File: src/tsnb_pkg.sv
package tsnb_pkg;

   // Defaults for the top-level parameters.
   localparam int TEXEL_DEPTH_DEF     = 65536;
   localparam int COORD_FRAC_BITS_DEF = 16;

   // Fixed field widths.
   localparam int COORD_W       = 18;
   localparam int INDEX_W       = 16;
   localparam int CHAN_W        = 8;
   localparam int OUT_W         = 16;
   localparam int SIZE_W        = 9;
   localparam int TEXEL_COORD_W = 8;
   localparam int ROW_BASE_W    = 16;
   localparam int MODE_W        = 2;
   localparam int CSR_INDEX_W   = 2;
   localparam int CSR_DATA_W    = 9;

   // Largest texture edge in texels.
   localparam logic [SIZE_W-1:0] SIZE_MAX = 9'd256;

   // Operation codes of a request.
   localparam logic OP_WRITE  = 1'b0;
   localparam logic OP_SAMPLE = 1'b1;

   // Filter mode codes.
   localparam logic [MODE_W-1:0] FILTER_NEAREST  = 2'd0;
   localparam logic [MODE_W-1:0] FILTER_BILINEAR = 2'd1;

   // Register indexes of the configuration port.
   localparam logic [CSR_INDEX_W-1:0] CSR_TEX_WIDTH   = 2'd0;
   localparam logic [CSR_INDEX_W-1:0] CSR_TEX_HEIGHT  = 2'd1;
   localparam logic [CSR_INDEX_W-1:0] CSR_FILTER_MODE = 2'd2;

   // Slots of the result queue.
   localparam int RSP_FIFO_DEPTH = 4;

   // Texel write payload carried down the pipeline.
   typedef struct packed {
      logic [INDEX_W-1:0] index;
      logic [CHAN_W-1:0]  red;
      logic [CHAN_W-1:0]  green;
      logic [CHAN_W-1:0]  blue;
   } tsnb_write_type;

   // Control flags of one item between the coordinate stages and the fetch sequencer.
   typedef struct packed {
      logic is_write;
      logic four_taps;
      logic black;
   } tsnb_ctl_type;

   // One sampled color.
   typedef struct packed {
      logic [OUT_W-1:0] red;
      logic [OUT_W-1:0] green;
      logic [OUT_W-1:0] blue;
   } tsnb_rgb_type;

endpackage

File: src/tsnb_coord.sv
module tsnb_coord #(
   parameter int COORD_FRAC_BITS = tsnb_pkg::COORD_FRAC_BITS_DEF
) (
   input  logic                                  clock,
   input  logic                                  reset,
   input  logic                                  in_valid,
   output logic                                  in_ready,
   input  logic                                  in_op,
   input  tsnb_pkg::tsnb_write_type              in_wr,
   input  logic [COORD_FRAC_BITS:0]              in_u,
   input  logic [COORD_FRAC_BITS:0]              in_v,
   input  logic [tsnb_pkg::SIZE_W-1:0]           tex_w,
   input  logic [tsnb_pkg::SIZE_W-1:0]           tex_h,
   input  logic [tsnb_pkg::MODE_W-1:0]           mode,
   output logic                                  out_valid,
   input  logic                                  out_ready,
   output tsnb_pkg::tsnb_ctl_type                out_ctl,
   output tsnb_pkg::tsnb_write_type              out_wr,
   output logic [tsnb_pkg::TEXEL_COORD_W-1:0]    out_fcol,
   output logic [tsnb_pkg::TEXEL_COORD_W-1:0]    out_ccol,
   output logic [tsnb_pkg::ROW_BASE_W-1:0]       out_base0,
   output logic [tsnb_pkg::ROW_BASE_W-1:0]       out_base1,
   output logic [COORD_FRAC_BITS-1:0]            out_wu,
   output logic [COORD_FRAC_BITS-1:0]            out_wv
);
   import tsnb_pkg::*;

   localparam int F  = COORD_FRAC_BITS;
   localparam int CW = F + 1;
   localparam int PW = F + 9;
   localparam logic [PW-1:0] HALF = PW'(1) << (F - 1);

   // Per-axis mapping signals, axis 0 is U and axis 1 is V.
   logic [CW-1:0]            crd [2];
   logic [SIZE_W-1:0]        size [2];
   logic [SIZE_W-1:0]        lim [2];
   logic [SIZE_W-1:0]        mult_op [2];
   logic [PW-1:0]            scaled [2];
   logic [SIZE_W-1:0]        ipart [2];
   logic [F-1:0]             frac [2];
   logic [SIZE_W:0]          up [2];
   logic [TEXEL_COORD_W-1:0] fl [2];
   logic [TEXEL_COORD_W-1:0] ce [2];
   logic                     nearest;
   logic                     bilinear;
   tsnb_ctl_type             ctl;

   // Scaling stage registers.
   logic                     s2_valid_ff, s2_valid_in;
   tsnb_ctl_type             s2_ctl_ff;
   tsnb_write_type           s2_wr_ff;
   logic [TEXEL_COORD_W-1:0] s2_fcol_ff, s2_ccol_ff, s2_frow_ff, s2_crow_ff;
   logic [F-1:0]             s2_wu_ff, s2_wv_ff;

   // Row base stage registers.
   logic                     s3_valid_ff, s3_valid_in;
   logic                     s3_ready;
   tsnb_ctl_type             s3_ctl_ff;
   tsnb_write_type           s3_wr_ff;
   logic [TEXEL_COORD_W-1:0] s3_fcol_ff, s3_ccol_ff;
   logic [ROW_BASE_W-1:0]    s3_base0_ff, s3_base1_ff;
   logic [F-1:0]             s3_wu_ff, s3_wv_ff;

   // Handshake between the two stages.
   assign s3_ready    = !s3_valid_ff || out_ready;
   assign in_ready    = !s2_valid_ff || s3_ready;
   assign s2_valid_in = in_ready ? in_valid : s2_valid_ff;
   assign s3_valid_in = s3_ready ? s2_valid_ff : s3_valid_ff;

   // Scale each coordinate to texel space and find the floor and ceiling texels.
   always_comb begin
      nearest  = (mode == FILTER_NEAREST);
      bilinear = (mode == FILTER_BILINEAR);
      crd[0]   = in_u;
      crd[1]   = in_v;
      size[0]  = tex_w;
      size[1]  = tex_h;
      for (int k = 0; k < 2; k++) begin
         lim[k]     = size[k] - 9'd1;
         mult_op[k] = nearest ? lim[k] : size[k];
         scaled[k]  = PW'(crd[k]) * PW'(mult_op[k]) + (nearest ? HALF : '0);
         ipart[k]   = scaled[k][PW-1:F];
         frac[k]    = bilinear ? scaled[k][F-1:0] : '0;
         up[k]      = {1'b0, ipart[k]} + (SIZE_W+1)'(frac[k] != '0);
         fl[k]      = (ipart[k] > lim[k]) ? lim[k][TEXEL_COORD_W-1:0]
                                          : ipart[k][TEXEL_COORD_W-1:0];
         ce[k]      = (up[k] > {1'b0, lim[k]}) ? lim[k][TEXEL_COORD_W-1:0]
                                               : up[k][TEXEL_COORD_W-1:0];
      end
      ctl.is_write  = (in_op == OP_WRITE);
      ctl.four_taps = bilinear;
      ctl.black     = !nearest && !bilinear;
   end

   // Control state of both stages.
   always_ff @(posedge clock) begin
      if (reset) begin
         s2_valid_ff <= 1'b0;
         s3_valid_ff <= 1'b0;
      end else begin
         s2_valid_ff <= s2_valid_in;
         s3_valid_ff <= s3_valid_in;
      end
   end

   // Scaling stage payload.
   always_ff @(posedge clock) begin
      if (in_ready) begin
         s2_ctl_ff  <= ctl;
         s2_wr_ff   <= in_wr;
         s2_fcol_ff <= fl[0];
         s2_ccol_ff <= ce[0];
         s2_frow_ff <= fl[1];
         s2_crow_ff <= ce[1];
         s2_wu_ff   <= frac[0];
         s2_wv_ff   <= frac[1];
      end
   end

   // Row base stage payload: the row offsets of the floor and ceiling rows.
   always_ff @(posedge clock) begin
      if (s3_ready) begin
         s3_ctl_ff   <= s2_ctl_ff;
         s3_wr_ff    <= s2_wr_ff;
         s3_fcol_ff  <= s2_fcol_ff;
         s3_ccol_ff  <= s2_ccol_ff;
         s3_base0_ff <= ROW_BASE_W'(17'(s2_frow_ff) * 17'(tex_w));
         s3_base1_ff <= ROW_BASE_W'(17'(s2_crow_ff) * 17'(tex_w));
         s3_wu_ff    <= s2_wu_ff;
         s3_wv_ff    <= s2_wv_ff;
      end
   end

   assign out_valid = s3_valid_ff;
   assign out_ctl   = s3_ctl_ff;
   assign out_wr    = s3_wr_ff;
   assign out_fcol  = s3_fcol_ff;
   assign out_ccol  = s3_ccol_ff;
   assign out_base0 = s3_base0_ff;
   assign out_base1 = s3_base1_ff;
   assign out_wu    = s3_wu_ff;
   assign out_wv    = s3_wv_ff;

endmodule

File: config.mk
export PLATFORM = sky130hd
export DESIGN_NAME = tsnb_coord
export DESIGN_NICKNAME = d
export VERILOG_FILES = /design/src/tsnb_pkg.sv /design/src/tsnb_coord.sv
export SDC_FILE = /design/constraint.sdc
export NUM_CORES = 1
export LEC_CHECK = 0
export BUFFER_PORTS_ARGS = -buffer_cell sky130_fd_sc_hd__clkbuf_2
export CORE_ASPECT_RATIO = 0.7
export CORE_MARGIN = 2
export CORE_UTILIZATION = 50
export DETAILED_ROUTE_END_ITERATION = 12
export GPL_TIMING_DRIVEN = 0
export PLACE_DENSITY = 0.8
export SLEW_MARGIN = 5
export SYNTH_ARGS = -nofsm -noshare
export SYNTH_HDL_FRONTEND = slang
export SYNTH_SLANG_ARGS = --single-unit
export TNS_END_PERCENT = 5
File: constraint.sdc
create_clock -name clock -period 31.7 [get_ports clock]
set_clock_uncertainty 0.2 [all_clocks]
set_input_delay 4.755 -clock clock [delete_from_list [all_inputs] [get_ports clock]]
set_output_delay 4.755 -clock clock [all_outputs]
set_load 0.05 [all_outputs]
==> flow_metrics.tcl, run 1 <==
set metrics [dict create \
    run_status "finished, final reports clean" \
    mappedNetlistArea_um2 23700 \
    timing_hold_violations_final 0 \
    layout-drive-gt1-share_pct 11.6 \
    synth_adder_area_share_pct 37.3 \
    number_of_global_route_vias_before_repair 17200 \
    num_antenna_cells 0 \
    synth_simple_gate_area_share_pct 14.9 \
    dr_total_vias 16700 \
    fp-row-count 66 \
    fp.dieH_um 186 \
    critical_path_data_required_time_ps 31790 \
    ys_async_sr_fraction_pct 0 \
    cts_htree_levels 1 \
    total_of_max_cap_violations 0 \
    critical-path-slowest-cell "xnor2_1" \
    yosysMostFrequentCell "inv_1" \
    synth_top_cell_area_share_pct 29.2 \
    yosys_warnings 0 \
    cts_tree "built" \
    finalCriticalPeriod_ps 15650 \
    detail-route-antenna-nets 0 \
    area_growth_syn_to_layout_pct 11.3 \
    synth_top_flop_cell "edfxtp_1" \
    syn_nets 2870 \
    synth_top_family_by_area "adder cells" \
    maximum_number_of_pins_on_one_net_before_global_route_repair 89 \
    synth_mux_area_share_pct 1.16 \
    wl_per_cell_um 18.0 \
    startpoint_type "primary input" \
    design.core.area_um2 46600 \
    dr.pass1.iters 5 \
    path_max_fanout 11 \
    yosys.cell_types.count 80 \
    die-width_um 264 \
    finalCoreUtilization_pct 56.6 \
    cts_max_path_buffers 3 \
    yosys.area.top_type "edfxtp_1" \
    worstHoldPathType "reg -> reg" \
    port_buffers 204 \
    hold_ws_ps 211 \
    cts_setup_buffers 0 \
    grt_overflow_total 0 \
    ctsResizeCount 0 \
    maxSlewViolCount 0 \
    post_synth.cell_area_avg_um2 10.6 \
    synth_edf_count 230 \
    wirelength_um 55700 \
    layout_worst_path_cycle_share_pct 49.4 \
    dr.first_iter.drc_count 1220 \
    synth.top_cells.by_count "inv_1, fa_1, nand2_1" \
    floorplan.initialDensity_pct 50.9 \
    drc_errors 0 \
    tritoncts_num_sinks 232 \
    hpwl_um 44400 \
    grt_antenna_before_repair 0 \
    cts.reportedPaths.clkPinSlew_ps 60 \
    timing.setup.critical_path_class "in -> reg" \
    worst_skew_pair.late_latency_ps 550 \
    netlist_top_cells_area "edfxtp_1, fa_1, ha_1" \
    nNetsFinal 3102 \
    synth-compound-area-share_pct 5.95 \
    postCtsHoldBufs 0 \
    setup_viol 0 \
    cp_common_cell "ha_1" \
    cts_root_buffer "clkbuf_16" \
    slew_headroom_pct 30.9 \
    finalWeightedCongestion 0.920 \
    timing_worst_slew_pin_value_ps 1030 \
    part_of_the_yosys_area_used_for_sequential_elements_pct 29.3 \
    worst_ep_arrival_time_ps 15740 \
    synthXorXnorAreaFrac_pct 4.01 \
    groute.usage.overall_pct 23.0 \
    pin_count 224 \
    number_of_standard_cells_after_synthesis 2241 \
    synth-seq-cells 232 \
    cts_buffer_count 24 \
    maxClockFrequency_mhz 63.9 \
    setup-tns-final_ps 0 \
    route.detailed.vias_per_inst 5.39 \
    timing.critical_path.to_type "register" \
    max_stage_delay_ps 830 \
    die_footprint_um2 49200 \
    grt_pass1_wl_um 89700 \
    grt_setup_unrepaired "no" \
]
[routing by layer]
metal | global-route usage (%) | part of all wire (%) | routed length, um | vias up
met5 | 0 | 0 | 0 | -
met4 | 5.61 | 2.3 | 1300 | 0
met3 | 4.72 | 8.3 | 4630 | 76
met2 | 37.2 | 45 | 25100 | 684
met1 | 32.1 | 44 | 24600 | 8288
li1 | - | - | - | 7679
[critical path: cells and delay by family]
kind                       cells  cell delay [ps]
and+or+nand+nor               10             1950
muxes                          1              340
buffers and inverters          8             1980
adders and majority gates      9             3520
xor gates and xnor gates       3             1220
AOI/OAI and AO/OA              9             1960
[final timing paths]
kind              slack (ps)            end  cells past startpoint          start
hold / removal           210    out_ccol[2]                      0  s2_ccol_ff[2]
setup / recovery       16050  s2_ccol_ff[5]                     40        mode[0]
hold reg to reg          210    out_ccol[2]                      0  s2_ccol_ff[2]
setup reg to reg       26500  out_base0[15]                     16  s2_frow_ff[5]
[cell usage in the layout, fill, tap and decap left out, types with 4 or more instances in the layout]
master / n
xnor2_1: 76
nand2b_1: 24
clkbuf_16: 24
a21o_1: 18
bufinv_16: 4
nor3b_1: 5
o31a_1: 5
and2_1: 153
mux2i_1: 17
a211oi_2: 4
a21oi_1: 50
clkbuf_2: 204
nor4_1: 8
mux2_4: 4
o21a_1: 17
nor2_1: 68
buf_1: 19
fa_1: 294
xor2_1: 25
nor3_1: 14
clkbuf_1: 50
ha_1: 236
a21boi_0: 4
nand2_1: 256
o21ai_0: 41
or3_1: 5
a211oi_1: 10
and3_1: 8
o21bai_1: 5
inv_1: 385
mux2_2: 4
nor2b_1: 105
nand4_1: 7
edfxtp_1: 230
nand3_1: 20
a31oi_1: 4
[metrics by stage]
| step | worst slack (ps) | instances | cell area [um^2] |
|---|---|---|---|
| 2_1_floorplan | 17880 | 2241 | 23700 |
| 3_3_place_gp | 15660 | 3057 | 25500 |
| 3_5_place_dp | 15550 | 3059 | 25500 |
| 4_1_cts | 16070 | 3102 | 26400 |
| 5_1_grt | 15400 | 3102 | 26400 |
| 6_report | 16050 | 3102 | 26400 |
[kinds of logic after synthesis]
kind of cell | Yosys count
xor gates and xnor gates | 105
AOI/OAI and AO/OA | 201
buffers and inverters | 457
muxes | 25
DFF | 232
and+or+nand+nor | 691
adders and majority gates | 530
[registers in the layout (all words and copies together) (netlist names)]
name / count
s2_ccol_ff: 8
s2_fcol_ff: 8
s2_frow_ff: 8
out_fcol: 8
out_valid: 1
s2_wv_ff: 16
s2_wr_ff: 40
out_wv: 16
out_wr: 40
out_base1: 16
s2_ctl_ff: 3
out_ccol: 8
out_wu: 16
s2_crow_ff: 8
s2_valid_ff: 1
out_ctl: 3
s2_wu_ff: 16
out_base0: 16
[layout make-up]
type                       count  area (um^2)
fill                        3894        20200
tap                          612          766
inverter                     387         1460
clock buffer                  29          619
sequential                   232         6950
multi-input combinational   1552        15000
timing repair buffer         206         1080
buffer                        70          289
clock inverter                14          199
Power of run 1 is left out: the tool's default activity adds up to more than one toggle a clock period on the data nets, which glitch-free logic cannot reach.
==> run 2: changes to the inputs <==
- PLACE_DENSITY: 0.8 -> 0.83
- clock period: 31.7 -> 13.2 ns (I/O delays scaled with it)
==> flow_metrics.tcl, run 2 (synthesis gave the netlist of run 1 again) <==
set metrics [dict create \
    run_status "finished, final reports clean" \
    number_of_global_route_vias_before_repair 17100 \
    cp_common_cell "ha_1" \
    grt_pass1_wl_um 90300 \
    path_max_fanout 10 \
    cts.reportedPaths.clkPinSlew_ps 70 \
    finalCriticalPeriod_ps 12520 \
    design.core.area_um2 46600 \
    maximum_number_of_pins_on_one_net_before_global_route_repair 81 \
    cts_setup_buffers 0 \
    total_of_max_cap_violations 0 \
    worst-r2r-cell-count 17 \
    timing.reg2reg.setup_slack_ps 8130 \
    timing.hold.worst.start "s2_wu_ff[7]" \
    r2r_start "s2_crow_ff[5]" \
    cts_buffer_count 24 \
    grt_antenna_before_repair 3 \
    critical_path_data_required_time_ps 13300 \
    setup_viol 0 \
    fp.dieH_um 186 \
    cts_max_path_buffers 3 \
    finalWeightedCongestion 0.936 \
    hpwl_um 45700 \
    wirelength_um 56700 \
    port_buffers 204 \
    groute.usage.overall_pct 23.3 \
    die-width_um 264 \
    pin_count 224 \
    dr.pass1.iters 5 \
    critical-path-slowest-cell "xor2_1" \
    hold_end "out_wu[7]" \
    wl_per_cell_um 18.3 \
    detail-route-antenna-nets 0 \
    timing.critical_path.to_type "register" \
    reg2reg_to "out_base1[15]" \
    worstHoldPathType "reg -> reg" \
    drc_errors 0 \
    postCtsHoldBufs 0 \
    worst_ep_arrival_time_ps 12620 \
    dr_total_vias 16600 \
    timing_worst_slew_pin_value_ps 1060 \
    max_stage_delay_ps 780 \
    startpoint_type "primary input" \
    maxClockFrequency_mhz 79.9 \
    route.detailed.vias_per_inst 5.36 \
    nNetsFinal 3102 \
    final_common_cell "inv_1" \
    fp-row-count 66 \
    layout_worst_path_cycle_share_pct 94.8 \
    maxSlewViolCount 0 \
    hold_ws_ps 212 \
    tritoncts_num_sinks 232 \
    area_growth_syn_to_layout_pct 11.3 \
    slew_headroom_pct 28.7 \
    dr.first_iter.drc_count 1272 \
    die_footprint_um2 49200 \
    cts_root_buffer "clkbuf_16" \
    most-common-layout-cells "inv_1, fa_1, nand2_1" \
    whs_path_depth 0 \
    timing.setup.critical_path_class "in -> reg" \
    floorplan.initialDensity_pct 50.9 \
    cts_tree "built" \
    layout-drive-gt1-share_pct 11.7 \
    timing_hold_violations_final 0 \
    grt_overflow_total 0 \
    cts_htree_levels 1 \
    worst_skew_pair.late_latency_ps 550 \
]
## run 2: cell types whose count changed in the layout (fill, tap and decap cells not counted), sizes merged
cell	delta
bufinv	-1
clkbuf	-1
clkinv	+5
clkinvlp	-2
diode	+3
inv	-1
## run 2: worst max-delay path by stage
stage,start,endpoint,slack (ps)
after floorplan,mode[0],s2_ccol_ff[5],2160
after global placement,mode[0],s2_ccol_ff[5],-50
after detailed placement,mode[0],s2_ccol_ff[5],-320
after CTS,mode[0],s2_ccol_ff[5],250
after global routing,tex_w[2],s2_ccol_ff[5],-7
final,tex_w[2],s2_ccol_ff[5],680
## run 2: area by class of cell
cell class                      count  area (um^2)
Timing Repair Buffer              206         1080
Clock buffer                       28          616
Inverter                          387         1460
Buffer                             70          290
Sequential cell                   232         6950
Clock inverter                     15          176
Fill cell                        3891        20200
Multi-Input combinational cell   1552        15000
Tap cell                          612          766
Antenna cell                        3         7.51
## run 2: critical path: cells and delay by family
kind | cells | cell delay (ps)
adders and majority gates | 9 | 3250
and+or+nand+nor | 11 | 2530
xor gates and xnor gates | 3 | 1210
buffers and inverters | 4 | 1090
AOI/OAI and AO/OA | 9 | 2200
muxes | 1 | 340
## run 2: stage by stage
step	setup WS, ps	instance area, um^2	setup TNS [ps]	util [%]	std cells
final	684	26400	0	56.6	3105
after floorplan	2160	23700	0	-	2241
after detailed placement	-317	25500	-1250	54.8	3059
after CTS	254	26300	0	56.5	3102
after global routing	-6.74	26400	-6.74	56.6	3105
after global placement	-47.5	25500	-47.5	54.7	3057
## run 2: routing by layer
layer	track usage, %	up-vias	share of wire [%]
met1	32.8	8141	44
met2	36.6	733	44
met4	7.41	2	3.1
met5	0	-	0.0088
met3	4.41	95	8.7
li1	-	7663	-
## run 2: repair_timing
action / in CTS / in global routing
endpoints found under the setup margin: 0 / 8
endpoints found under the hold margin: 0 / 0
gates resized for setup: 0 / 5
Power of run 2 is left out for the same reason.
